===== config.mk =====
export PLATFORM = sky130hd
export DESIGN_NAME = strided_slice_bounds_top
export DESIGN_NICKNAME = d
export VERILOG_FILES = /design/src/design/ssb_pkg.sv /design/src/design/strided_slice_bounds_top.sv
export SDC_FILE = /design/constraint.sdc
export NUM_CORES = 1
export LEC_CHECK = 0
export ABC_AREA = 0
export BUFFER_PORTS_ARGS = -buffer_cell sky130_fd_sc_hd__buf_2
export CELL_PAD_IN_SITES_DETAIL_PLACEMENT = 1
export CELL_PAD_IN_SITES_GLOBAL_PLACEMENT = 1
export CORE_AREA = 2 2 209 211
export CTS_BUF_LIST = sky130_fd_sc_hd__clkbuf_8
export DETAILED_ROUTE_END_ITERATION = 10
export DIE_AREA = 0 0 211 213
export PLACE_DENSITY = 0.83
export SLEW_MARGIN = 20
export SYNTH_ARGS = -nofsm -noshare
export SYNTH_HDL_FRONTEND = slang
export SYNTH_SLANG_ARGS = --single-unit

===== constraint.sdc =====
create_clock -name clk -period 13.9 [get_ports clk]
set_input_delay 2.78 -clock clk [delete_from_list [all_inputs] [get_ports clk]]
set_output_delay 2.78 -clock clk [all_outputs]
set_load 0.03 [all_outputs]

===== src/design/ssb_pkg.sv =====
// Shared types and constants for the strided slice bounds block.
// Field widths, beat layouts, register codes and the mask lookup helper.
// No dependencies.
package ssb_pkg;

  // Field widths
  localparam int IDX_W      = 3;
  localparam int DIM_W      = 16;
  localparam int VAL_W      = 32;
  localparam int STRIDE_W   = 17;
  localparam int END_W      = 17;
  localparam int SLOT_W     = 3;
  localparam int MASK_W     = 6;
  localparam int WIDE_W     = VAL_W + 1;

  // Output shape capacity
  localparam int MAX_DIMS   = 6;
  localparam int SLOT_CNT_W = $clog2(MAX_DIMS + 1);

  // Bit-serial divider: one quotient bit per cycle
  localparam int DIV_STEPS  = DIM_W;
  localparam int DIV_CNT_W  = $clog2(DIV_STEPS);

  // Configuration port
  localparam int CFG_ADDR_W = 2;
  localparam int CFG_DATA_W = MASK_W;

  typedef enum logic [CFG_ADDR_W-1:0] {
    REG_BEGIN_MASK  = 2'd0,
    REG_END_MASK    = 2'd1,
    REG_SHRINK_MASK = 2'd2,
    REG_KEEP_SHRUNK = 2'd3
  } cfg_reg_t;

  // Input beat layout
  localparam int IN_IDX_LSB    = 0;
  localparam int IN_DIM_LSB    = IN_IDX_LSB + IDX_W;
  localparam int IN_SG_BIT     = IN_DIM_LSB + DIM_W;
  localparam int IN_SV_LSB     = IN_SG_BIT + 1;
  localparam int IN_EG_BIT     = IN_SV_LSB + VAL_W;
  localparam int IN_EV_LSB     = IN_EG_BIT + 1;
  localparam int IN_TG_BIT     = IN_EV_LSB + VAL_W;
  localparam int IN_TV_LSB     = IN_TG_BIT + 1;
  localparam int IN_USED_W     = IN_TV_LSB + STRIDE_W;
  localparam int IN_TDATA_W    = ((IN_USED_W + 7) / 8) * 8;

  // Output beat layout
  localparam int OUT_START_LSB = 0;
  localparam int OUT_END_LSB   = OUT_START_LSB + DIM_W;
  localparam int OUT_STR_LSB   = OUT_END_LSB + END_W;
  localparam int OUT_WR_BIT    = OUT_STR_LSB + STRIDE_W;
  localparam int OUT_SLOT_LSB  = OUT_WR_BIT + 1;
  localparam int OUT_EXT_LSB   = OUT_SLOT_LSB + SLOT_W;
  localparam int OUT_STOP_BIT  = OUT_EXT_LSB + DIM_W;
  localparam int OUT_USED_W    = OUT_STOP_BIT + 1;
  localparam int OUT_TDATA_W   = ((OUT_USED_W + 7) / 8) * 8;

  // Extremes forced by the begin and end masks
  localparam logic [VAL_W-1:0] VAL_MIN = {1'b1, {(VAL_W-1){1'b0}}};
  localparam logic [VAL_W-1:0] VAL_MAX = {1'b0, {(VAL_W-1){1'b1}}};

  // Mask bit for a dimension; indexes past the mask read as zero
  function automatic logic mask_bit(input logic [MASK_W-1:0] m,
                                    input logic [IDX_W-1:0]  i);
    logic [(1 << IDX_W)-1:0] ext;
    ext = {{((1 << IDX_W) - MASK_W){1'b0}}, m};
    return ext[i];
  endfunction

endpackage


===== src/design/strided_slice_bounds_top.sv =====
// Strided slice bounds: per-dimension start/end/stride normalization and
// output shape extents through a bit-serial restoring divider.
// Depends on ssb_pkg.
//
//  channel | ports                         | beat
//  --------+-------------------------------+------------------------------------
//  in      | in_tvalid/in_tready/in_tdata  | one dimension, in_tlast = last dim
//  out     | out_tvalid/out_tready/out_tdata| normalized bounds and shape entry
//  cfg     | cfg_we/cfg_addr/cfg_wdata     | mask and keep registers, no wait
//
// An input beat that writes a nonempty shape entry passes the clamp, shrink,
// setup, the one-bit-per-cycle divider for ceil(range/stride) and delivery
// steps; any other beat skips the divider. The next beat is taken in the
// cycle after the result is registered at the earliest.
// in_tready is high only while idle; with the out side stalled the next result
// waits in the delivery step. rst_n is synchronous and clears slots and stop.
module strided_slice_bounds_top (
  input  logic                               clk,
  input  logic                               rst_n,
  // cfg
  input  logic                               cfg_we,
  input  logic [ssb_pkg::CFG_ADDR_W-1:0]     cfg_addr,
  input  logic [ssb_pkg::CFG_DATA_W-1:0]     cfg_wdata,
  // in
  input  logic                               in_tvalid,
  output logic                               in_tready,
  // dim_index, dim_len, start_given, start_value, end_given, end_value,
  // stride_given, stride_value, zero pad
  input  logic [ssb_pkg::IN_TDATA_W-1:0]     in_tdata,
  input  logic                               in_tlast,
  // out
  output logic                               out_tvalid,
  input  logic                               out_tready,
  // start_abs, end_abs, stride_out, shape_write, shape_slot, shape_extent,
  // shape_stopped, zero pad
  output logic [ssb_pkg::OUT_TDATA_W-1:0]    out_tdata,
  output logic                               out_tlast
);
  import ssb_pkg::*;

  typedef enum logic [2:0] {
    ST_IDLE, ST_CLAMP, ST_FINAL, ST_SETUP, ST_DIV, ST_DONE
  } state_t;

  state_t state_r;

  // Configuration registers
  logic [MASK_W-1:0] begin_mask_r, end_mask_r, shrink_mask_r;
  logic              keep_shrunk_r;

  // Run state
  logic [SLOT_CNT_W-1:0] next_slot_r;
  logic                  stopped_r;

  // Item registers
  logic [WIDE_W-1:0]    s_wrap_r, e_wrap_r;
  logic [DIM_W-1:0]     dim_r;
  logic [STRIDE_W-1:0]  stride_r;
  logic                 sg_r, eg_r, shrink_r, stride_pos_r, last_r;
  logic [DIM_W-1:0]     start_r;
  logic [END_W-1:0]     stop_r;
  logic                 wr_r, stopped_out_r, div_on_r;
  logic [SLOT_W-1:0]    slot_r;

  // Divider
  logic [DIM_W-1:0]     dq_r;
  logic [DIM_W-1:0]     rem_r;
  logic [STRIDE_W-1:0]  divisor_r;
  logic [DIV_CNT_W-1:0] cnt_r;

  // Output register
  logic                   out_tvalid_r;
  logic [OUT_TDATA_W-1:0] out_tdata_r;
  logic                   out_tlast_r;

  // Input beat fields
  logic [IDX_W-1:0]    in_idx;
  logic [DIM_W-1:0]    in_dim;
  logic [VAL_W-1:0]    in_sv, in_ev;
  logic [STRIDE_W-1:0] in_tv, stride_eff;
  logic                stride_pos_in, shrink_in, in_accept;
  logic [VAL_W-1:0]    s_sel, e_sel;
  logic [WIDE_W-1:0]   s_wrap, e_wrap, dim_wide;

  // Clamp and shrink
  logic [END_W-1:0]  dim_ext, dim_m1, hi_c, lo_c, stop_c, shr_v;
  logic [DIM_W-1:0]  start_c;
  logic              s_ge_dim, e_gt_hi, e_lt_lo, shr_gt;

  // Range and shape decision
  logic [END_W:0]       range_v, range_abs, stride_abs;
  logic                 range_neg, range_zero, stride_neg, stride_zero;
  logic                 empty, wr_c, stopped_after, do_div;
  logic [DIM_W-1:0]     dvd;

  // Divider step and result
  logic [STRIDE_W-1:0]  trial, trial_diff;
  logic                 trial_ge;
  logic [DIM_W-1:0]     ext_c;

  assign in_tready  = (state_r == ST_IDLE);
  assign in_accept  = in_tvalid && in_tready;
  assign out_tvalid = out_tvalid_r;
  assign out_tdata  = out_tdata_r;
  assign out_tlast  = out_tlast_r;

  // Pick extremes and wrap negative start and end by the size
  always_comb begin
    in_idx        = in_tdata[IN_IDX_LSB +: IDX_W];
    in_dim        = in_tdata[IN_DIM_LSB +: DIM_W];
    in_sv         = in_tdata[IN_SV_LSB +: VAL_W];
    in_ev         = in_tdata[IN_EV_LSB +: VAL_W];
    in_tv         = in_tdata[IN_TV_LSB +: STRIDE_W];
    stride_eff    = in_tdata[IN_TG_BIT] ? in_tv : {{(STRIDE_W-1){1'b0}}, 1'b1};
    stride_pos_in = !stride_eff[STRIDE_W-1] && (stride_eff != '0);
    shrink_in     = mask_bit(shrink_mask_r, in_idx);
    s_sel = mask_bit(begin_mask_r, in_idx) ? (stride_pos_in ? VAL_MIN : VAL_MAX) : in_sv;
    e_sel = (mask_bit(end_mask_r, in_idx) && !shrink_in) ?
            (stride_pos_in ? VAL_MAX : VAL_MIN) : in_ev;
    dim_wide = {{(WIDE_W-DIM_W){1'b0}}, in_dim};
    s_wrap   = {s_sel[VAL_W-1], s_sel} + (s_sel[VAL_W-1] ? dim_wide : '0);
    e_wrap   = {e_sel[VAL_W-1], e_sel} + (e_sel[VAL_W-1] ? dim_wide : '0);
  end

  // Clamp start to the size and end to the stride's window
  always_comb begin
    dim_ext  = {1'b0, dim_r};
    dim_m1   = dim_ext - {{(END_W-1){1'b0}}, 1'b1};
    hi_c     = stride_pos_r ? dim_ext : dim_m1;
    lo_c     = stride_pos_r ? '0 : '1;
    s_ge_dim = (s_wrap_r >= {{(WIDE_W-DIM_W){1'b0}}, dim_r});
    if (!sg_r || s_wrap_r[WIDE_W-1]) begin
      start_c = '0;
    end else if (s_ge_dim) begin
      start_c = (dim_r == '0) ? '0 : dim_m1[DIM_W-1:0];
    end else begin
      start_c = s_wrap_r[DIM_W-1:0];
    end
    e_gt_hi = $signed(e_wrap_r) > $signed({{(WIDE_W-END_W){hi_c[END_W-1]}}, hi_c});
    e_lt_lo = $signed(e_wrap_r) < $signed({{(WIDE_W-END_W){lo_c[END_W-1]}}, lo_c});
    priority if (!eg_r) begin
      stop_c = dim_ext;
    end else if (e_gt_hi) begin
      stop_c = hi_c;
    end else if (e_lt_lo) begin
      stop_c = lo_c;
    end else begin
      stop_c = e_wrap_r[END_W-1:0];
    end
    // Shrink: end is start plus one, bounded by the upper limit
    shr_v  = {1'b0, start_r} + {{(END_W-1){1'b0}}, 1'b1};
    shr_gt = $signed(shr_v) > $signed(hi_c);
  end

  // Classify the range and set up the divide
  always_comb begin
    range_v     = {stop_r[END_W-1], stop_r} - {2'b00, start_r};
    range_neg   = range_v[END_W];
    range_zero  = (range_v == '0);
    stride_neg  = stride_r[STRIDE_W-1];
    stride_zero = (stride_r == '0);
    empty = range_zero || (range_neg && !stride_neg) ||
            (!range_neg && !range_zero && (stride_neg || stride_zero));
    range_abs   = range_neg ? (~range_v + 1'b1) : range_v;
    dvd         = range_abs[DIM_W-1:0] - {{(DIM_W-1){1'b0}}, 1'b1};
    stride_abs  = stride_neg ? (~{stride_r[STRIDE_W-1], stride_r} + 1'b1)
                             : {stride_r[STRIDE_W-1], stride_r};
    wr_c = (keep_shrunk_r || !shrink_r) && !stopped_r &&
           (next_slot_r < SLOT_CNT_W'(MAX_DIMS));
    stopped_after = stopped_r || (wr_c && empty);
    do_div        = wr_c && !empty;
  end

  // One restoring divide step; extent is quotient plus one
  always_comb begin
    trial      = {rem_r, dq_r[DIM_W-1]};
    trial_ge   = (trial >= divisor_r);
    trial_diff = trial - divisor_r;
    ext_c      = div_on_r ? (dq_r + {{(DIM_W-1){1'b0}}, 1'b1}) : '0;
  end

  // Write configuration registers
  always_ff @(posedge clk) begin
    if (!rst_n) begin
      begin_mask_r  <= '0;
      end_mask_r    <= '0;
      shrink_mask_r <= '0;
      keep_shrunk_r <= 1'b0;
    end else if (cfg_we) begin
      unique case (cfg_addr)
        REG_BEGIN_MASK:  begin_mask_r  <= cfg_wdata;
        REG_END_MASK:    end_mask_r    <= cfg_wdata;
        REG_SHRINK_MASK: shrink_mask_r <= cfg_wdata;
        REG_KEEP_SHRUNK: keep_shrunk_r <= cfg_wdata[0];
        default: ;
      endcase
    end
  end

  // Sequence one beat: clamp, shrink, decide, divide, deliver
  always_ff @(posedge clk) begin
    if (!rst_n) begin
      state_r      <= ST_IDLE;
      next_slot_r  <= '0;
      stopped_r    <= 1'b0;
      out_tvalid_r <= 1'b0;
    end else begin
      // Drop the result beat once taken; the delivery step handles its own
      if (out_tready && state_r != ST_DONE) begin
        out_tvalid_r <= 1'b0;
      end
      unique case (state_r)
        ST_IDLE: begin
          if (in_accept) begin
            s_wrap_r     <= s_wrap;
            e_wrap_r     <= e_wrap;
            dim_r        <= in_dim;
            stride_r     <= stride_eff;
            stride_pos_r <= stride_pos_in;
            sg_r         <= in_tdata[IN_SG_BIT];
            eg_r         <= in_tdata[IN_EG_BIT];
            shrink_r     <= shrink_in;
            last_r       <= in_tlast;
            state_r      <= ST_CLAMP;
          end
        end
        ST_CLAMP: begin
          start_r <= start_c;
          stop_r  <= stop_c;
          state_r <= ST_FINAL;
        end
        ST_FINAL: begin
          if (eg_r && shrink_r) begin
            stop_r <= shr_gt ? hi_c : shr_v;
          end
          state_r <= ST_SETUP;
        end
        ST_SETUP: begin
          wr_r          <= wr_c;
          slot_r        <= wr_c ? SLOT_W'(next_slot_r) : '0;
          stopped_out_r <= stopped_after;
          div_on_r      <= do_div;
          dq_r          <= dvd;
          rem_r         <= '0;
          divisor_r     <= stride_abs[STRIDE_W-1:0];
          cnt_r         <= DIV_CNT_W'(DIV_STEPS - 1);
          stopped_r     <= last_r ? 1'b0 : stopped_after;
          if (last_r) begin
            next_slot_r <= '0;
          end else if (do_div) begin
            next_slot_r <= next_slot_r + SLOT_CNT_W'(1);
          end
          state_r <= do_div ? ST_DIV : ST_DONE;
        end
        ST_DIV: begin
          rem_r <= trial_ge ? trial_diff[DIM_W-1:0] : trial[DIM_W-1:0];
          dq_r  <= {dq_r[DIM_W-2:0], trial_ge};
          cnt_r <= cnt_r - DIV_CNT_W'(1);
          if (cnt_r == '0) begin
            state_r <= ST_DONE;
          end
        end
        ST_DONE: begin
          if (!out_tvalid_r || out_tready) begin
            out_tdata_r  <= {{(OUT_TDATA_W-OUT_USED_W){1'b0}}, stopped_out_r, ext_c,
                             slot_r, wr_r, stride_r, stop_r, start_r};
            out_tlast_r  <= last_r;
            out_tvalid_r <= 1'b1;
            state_r      <= ST_IDLE;
          end
        end
        default: state_r <= ST_IDLE;
      endcase
    end
  end

  // A result appears only out of the delivery step
  a_out_from_done: assert property (@(posedge clk) disable iff (!rst_n)
    $rose(out_tvalid) |-> $past(state_r == ST_DONE))
    else $error("result raised outside delivery step");

  // The slot counter never passes the shape capacity
  a_slot_bound: assert property (@(posedge clk) disable iff (!rst_n)
    next_slot_r <= SLOT_CNT_W'(MAX_DIMS))
    else $error("slot counter past shape capacity");

  // Divider ends after its last step
  a_div_len: assert property (@(posedge clk) disable iff (!rst_n)
    (state_r == ST_DIV && cnt_r == '0) |=> (state_r == ST_DONE))
    else $error("divider overran its step count");

  // A beat without a shape entry carries zero slot and extent
  a_no_entry: assert property (@(posedge clk) disable iff (!rst_n)
    (out_tvalid && !out_tdata[OUT_WR_BIT]) |->
      (out_tdata[OUT_SLOT_LSB +: SLOT_W] == '0 && out_tdata[OUT_EXT_LSB +: DIM_W] == '0))
    else $error("shape fields set without a shape entry");

endmodule


==> impl_metrics.json, run 1 <==
{
  "fill_cells": 4762,
  "crit_cells": 21,
  "async_flop_share_pct": 0,
  "finalSetupTns_ns": 0,
  "fin_area_um2": 22700,
  "area_delta_synth_final_pct": 11.8,
  "synth_edf_count": 268,
  "wl_mm": 58.1,
  "fin_crit_sh_pct": 57.2,
  "worst_path_max_delay_cell": "a31oi_1",
  "cts_tree": "built",
  "ff2ff_path_depth": 19,
  "worst_pin_slew_ns": 1.04,
  "dpl_worst_slack_ns": 5.31,
  "gp_congestion": 0.955,
  "crit_type": "in -> reg",
  "num_vias": 16500,
  "layout-drive-gt1-share_pct": 13.8,
  "post-place-cells": 2704,
  "grt_pass1_wl_mm": 92.3,
  "die_area_um2": 44900,
  "ys_types": 86,
  "worstSetupStartpointType": "input pin",
  "max_stage_delay_ns": 0.67,
  "die_h_um": 213,
  "dieWidth_um": 211,
  "clk_latency_ns": 0.66,
  "cts.sinks": 295,
  "holdWs_ns": 0.413,
  "final-max-slew-violation-count": 0,
  "crit_path_end_kind": "flop",
  "drc_errors": 0,
  "p_per_area_nw_per_um2": 122,
  "synthFlopType": "edfxtp_1",
  "post_cts_buffers": 0,
  "setup_ws_ns": 5.94,
  "num_io_pins": 193,
  "grt_max_degree": 78,
  "ir_drop_mv": 0.0469,
  "grt_pass1_vias": 17400,
  "fmax_mhz": 126,
  "clock-root-buffer": "clkbuf_8",
  "yosysWarnings": 0,
  "htree_levels": 2,
  "hold_depth": 0,
  "core.rowCount": 76,
  "syn-cell-area_um2": 20300,
  "hold_path.class": "reg -> reg",
  "worstPathCellList": "buf_2, or4_1, o21ai_0, a31o_2, inv_1, nand2_1, a21boi_1, buf_4, nor2b_1, ha_1, fa_1, a21oi_1, o21bai_1, a21oi_1, o21ai_0, a21oi_1, o21bai_1, a31oi_1, nor3_1, xnor2_1, o21ai_0",
  "grt-ovfl-total": 0,
  "wl_per_cell_um": 20.8,
  "cp_max_fo": 24,
  "rsz0062_at_grt": "false",
  "finalHoldViolCount": 0,
  "antenna_cells": 0,
  "syn-num-nets": 2314,
  "dr.pass1.iters": 5,
  "drtIter0Drc": 816,
  "numCtsBuffers": 49,
  "worstPathArrival_ns": 8.30,
  "ys_seq_area_share_pct": 42.3,
  "clockBufferDepth": 3,
  "port-buffer-count": 190,
  "cp.buffers_inverters": 3,
  "crit_required_ns": 14.24,
  "syn_inst": 2025,
  "start_util_pct": 47.5,
  "clk_pin_slew_ns": 0.06,
  "critPathTopFamily": "compound AO/OA/AOI/OAI gates",
  "antenna_found_initial": 0,
  "dp_hpwl_mm": 45.6,
  "synth-seq-cells": 295,
  "fin_cells": 2788,
  "viasPerCell": 5.90,
  "max_cap_violations": 0,
  "clock_skew_ns": 0.0503,
  "maxSlewHeadroom_pct": 30.4,
  "drtAntennaViolNets": 0,
  "fp.coreArea_um2": 42700,
  "finalSetupViolations": 0,
  "status": "completed",
  "dpl-instance-area_um2": 21800,
  "syn_area_per_cell_um2": 10.0,
  "track_usage_pct": 26.0,
  "nets": 2498,
  "p_leak_nw": 9.12,
  "ctsResizeCount": 0,
  "postCtsHoldBufs": 0,
  "fin_crit_ns": 7.96
}
-- layout by cell type (no fill, tap or decap), types with 12 or more instances in the layout --
master	instances
nand2_1	143
ha_1	167
and2_1	57
nor2_1	146
nor4_1	29
nor3_1	36
o21bai_1	13
nand2b_1	18
xor2_1	37
xnor2_1	129
a211oi_1	24
mux2i_1	58
dfxtp_1	27
buf_4	22
or3_1	21
and3_1	23
o21ai_0	89
nand4_1	39
a21o_1	49
a221oi_1	19
nand3b_1	18
inv_1	128
edfxtp_1	268
o21a_1	36
buf_2	190
nand3_1	53
o31ai_1	13
a21oi_1	90
a211o_1	12
clkbuf_8	52
nor2b_1	37
a31oi_1	20
o211ai_1	12
-- metrics by stage --
step / util (%) / total power [mW]
2_1_floorplan: - / 1.81
3_3_place_gp: 51.1 / 2.01
3_5_place_dp: 51.1 / 2.07
4_1_cts: 53.1 / 2.77
5_1_grt: 53.1 / 2.92
6_report: 53.1 / 2.76
-- path summary, 6_finish.rpt --
path	start	end	slack (ns)
max	in_tdata[89]	s_wrap_r[20]	5.94
min	stop_r[14]	out_tdata[30]	0.41
max reg2reg	dim_r[0]	stop_r[1]	6.45
min reg2reg	stop_r[14]	out_tdata[30]	0.41
-- area by class of cell --
type                            count  area (um^2)  area share [%]
Inverter                          110          413            1.82
Clock inverter                     32          135           0.596
Sequential cell                   295         8590            37.9
Multi-Input combinational cell   1541        11000            48.6
Clock buffer                       52          716            3.15
Tap cell                          546          683            3.01
Timing Repair Buffer              212         1120            4.92
-- Yosys cell counts (20+ instances only) --
library cell / number / share of area [%]
a211oi_1: 24 / 0.89
ha_1: 167 / 10
mux2i_1: 58 / 2.9
and3_1: 23 / 0.71
a21oi_1: 91 / 2.2
a21o_1: 49 / 1.8
dfxtp_1: 27 / 2.7
nor2_1: 148 / 2.7
nor3_1: 36 / 0.89
and2_1: 57 / 1.8
a31oi_1: 20 / 0.62
o21ai_0: 89 / 2.2
inv_1: 110 / 2.0
o21a_1: 36 / 1.3
edfxtp_1: 268 / 40
or3_1: 21 / 0.65
clkbuf_1: 69 / 1.3
nor2b_1: 37 / 1.1
nand2_1: 143 / 2.6
xor2_1: 37 / 1.6
nand4_1: 39 / 1.2
nand3_1: 53 / 1.3
nor4_1: 30 / 0.92
xnor2_1: 129 / 5.6
-- routing by layer --
layer  global-route usage (%)  vias to the layer above  wire (um)
met1                     31.7                     8087      24700
met3                     3.77                      127       2120
li1                         -                     7890          -
met5                        0                        -          0
met2                     45.6                      355      28700
met4                     11.9                        0       2570
-- sequential cells by signal, indices dropped and copies added, names as in the netlist, 17 cells and up --
signal,count
e_wrap_r,33
s_wrap_r,33
stop_r,17
divisor_r,17
out_tdata,71
stride_r,17
-- report_power, final --
part / leakage [nW] / switching, mW / total, mW / internal [mW]
logic: 5.95 / 0.545 / 0.905 / 0.359
clock network: 0.502 / 0.352 / 0.695 / 0.343
registers: 2.67 / 0.0739 / 1.16 / 1.08
total: 9.12 / 0.971 / 2.76 / 1.79
-- cells by family after synthesis --
kind of cell / after synthesis / share of synthesized area (%)
muxes: 67 / 3.47
adders and majority gates: 171 / 10.7
DFF: 295 / 42.3
xor gates and xnor gates: 168 / 7.38
buffers and inverters: 189 / 3.55
AOI/OAI and AO/OA: 458 / 15.2
and+or+nand+nor: 676 / 17.3
other: 1 / 0.0185
Note: power is estimated with default switching activity, not from simulation.
==> inputs of run 2 (changes only) <==
Settings changed: CORE_AREA 2 2 209 211 to 2 2 218 220, DIE_AREA 0 0 211 213 to 0 0 220 222, PLACE_DENSITY 0.83 to 0.81.
Clock period 13.9 ns to 6.8 ns, I/O delays scaled along.
==> impl_metrics.json, run 2 (synthesized netlist as in run 1, its figures left out) <==
{
  "ff2ff_path_depth": 20,
  "drc_errors": 0,
  "sequentialPowerShare_pct": 40.2,
  "dpl-instance-area_um2": 22000,
  "clock-root-buffer": "clkbuf_8",
  "crit_cells": 20,
  "maxSlewHeadroom_pct": 34.5,
  "crit_path_end_kind": "flop",
  "p_leak_nw": 9.25,
  "drtIter0Drc": 818,
  "final_util_pct": 49.8,
  "track_usage_pct": 23.9,
  "largest_reg_flops": 71,
  "layout-drive-gt1-share_pct": 14.9,
  "port-buffer-count": 190,
  "area_delta_synth_final_pct": 13.5,
  "fmax_mhz": 162,
  "rsz0062_at_grt": "false",
  "dpl_worst_slack_ns": 0.304,
  "rrSetupSlack_ns": 0.63,
  "pwr-share-comb_pct": 31.4,
  "die_area_um2": 48800,
  "start_util_pct": 43.9,
  "fin_crit_sh_pct": 90.7,
  "crit_type": "reg -> reg",
  "grt_pass1_vias": 17400,
  "worst_path_max_delay_cell": "nor2_1",
  "max_cap_violations": 0,
  "clk_latency_ns": 0.64,
  "nets": 2508,
  "final_common_cell": "edfxtp_1",
  "holdWs_ns": 0.422,
  "finalSetupTns_ns": 0,
  "grt-ovfl-total": 0,
  "critPathTopFamily": "simple AND/OR/NAND/NOR gates",
  "clock_skew_ns": 0.0423,
  "dp_hpwl_mm": 46.5,
  "dieWidth_um": 220,
  "antenna_found_initial": 0,
  "cts.sinks": 295,
  "p_clk_share_pct": 28.4,
  "ir_drop_mv": 0.119,
  "num_vias": 16500,
  "worstPathArrival_ns": 6.55,
  "gp_congestion": 0.900,
  "worstReg2RegEnd": "stop_r[1]",
  "r2r_start": "dim_r[0]",
  "cp_max_fo": 14,
  "fp.coreArea_um2": 46300,
  "ctsResizeCount": 0,
  "postCtsHoldBufs": 0,
  "num_io_pins": 193,
  "crit_required_ns": 7.18,
  "viasPerCell": 5.74,
  "setup_ws_ns": 0.632,
  "cts_tree": "built",
  "fin_area_um2": 23000,
  "wl_per_cell_um": 20.3,
  "fin_crit_ns": 6.17,
  "die_h_um": 222,
  "final-max-slew-violation-count": 0,
  "worstPathCellList": "buf_4, nor3_1, nand4_1, or3_1, or3_1, or3_1, or3_1, nor2_1, xnor2_1, ha_1, nand4_1, nor4_1, and4_1, nand4_1, nand4_1, a31oi_1, nor2_1, nor2_1, a221oi_1, a221oi_1",
  "antenna_cells": 0,
  "p_per_area_nw_per_um2": 256,
  "post_cts_buffers": 0,
  "numCtsBuffers": 50,
  "mostFrequentLayoutCells": "edfxtp_1, buf_2, ha_1",
  "setup.worst_path.start": "dim_r[0]",
  "hold_path.class": "reg -> reg",
  "finalSetupViolations": 0,
  "htree_levels": 2,
  "dr.pass1.iters": 5,
  "sw_frac_of_total_pct": 34.2,
  "worstSetupStartpointType": "flop",
  "clockBufferDepth": 3,
  "p_int_mw": 3.89,
  "status": "completed",
  "clk_pin_slew_ns": 0.06,
  "worst_pin_slew_ns": 0.979,
  "max_stage_delay_ns": 0.75,
  "grt_pass1_wl_mm": 92.7,
  "p_switching_mw": 2.02,
  "finalHoldViolCount": 0,
  "wl_mm": 58.1,
  "drtAntennaViolNets": 0,
  "core.rowCount": 79,
  "grt_max_degree": 55,
  "cp.buffers_inverters": 1,
  "endpoint": "stop_r[1]"
}
-- run 2: worst min-delay path by stage --
stage	depth (start not counted)	slack, ns	startpoint	end
6_report	0	0.42	wr_r	out_tdata[50]
5_1_grt	0	0.43	wr_r	out_tdata[50]
4_1_cts	0	0.42	wr_r	out_tdata[50]
3_5_place_dp	0	0.41	wr_r	out_tdata[50]
3_3_place_gp	0	0.41	slot_r[2]	out_tdata[53]
2_1_floorplan	0	0.40	wr_r	out_tdata[50]
-- run 2: area by class of cell --
| type | count | area [um^2] |
|---|---|---|
| clock buffer | 54 | 743 |
| clock inverter | 38 | 310 |
| timing repair buffer | 221 | 1180 |
| fill | 5246 | 23200 |
| multi-input combinational | 1541 | 11000 |
| inverter | 110 | 413 |
| tap | 607 | 759 |
| sequential | 295 | 8590 |
-- run 2: stage by stage --
step | instances | power [mW]
after global routing | 2866 | 6.24
after floorplan | 2025 | 3.71
final | 2866 | 5.90
after global placement | 2773 | 4.13
after detailed placement | 2773 | 4.24
after CTS | 2865 | 5.94
-- run 2: power by group through the flow --
stage	Clock, mW	Sequential (mW)	Combinational (mW)
after floorplan	0	2.33	1.38
after global placement	0	2.40	1.73
after detailed placement	0	2.40	1.83
after CTS	1.72	2.37	1.85
after global routing	1.79	2.38	2.07
final	1.68	2.37	1.86
-- run 2: worst reg2reg max path: cells and delay by family, from the launching register on --
family,cells,cell delay [ns]
AND/OR/NAND/NOR,14,3.93
AO/OA/AOI/OAI,3,0.93
flip-flops,1,0.41
adder cells (fa/ha/maj),1,0.28
buffers and inverters,1,0.19
XOR/XNOR,1,0.19
-- run 2: per-layer routing --
| metal | part of all wire [%] | GRT usage [%] | vias to the layer above |
|---|---|---|---|
| met5 | 0 | 0 | - |
| met4 | 4.5 | 10.9 | 0 |
| met3 | 4.0 | 3.55 | 133 |
| met2 | 49 | 40.9 | 372 |
| met1 | 43 | 29.5 | 8024 |
| li1 | - | - | 7928 |
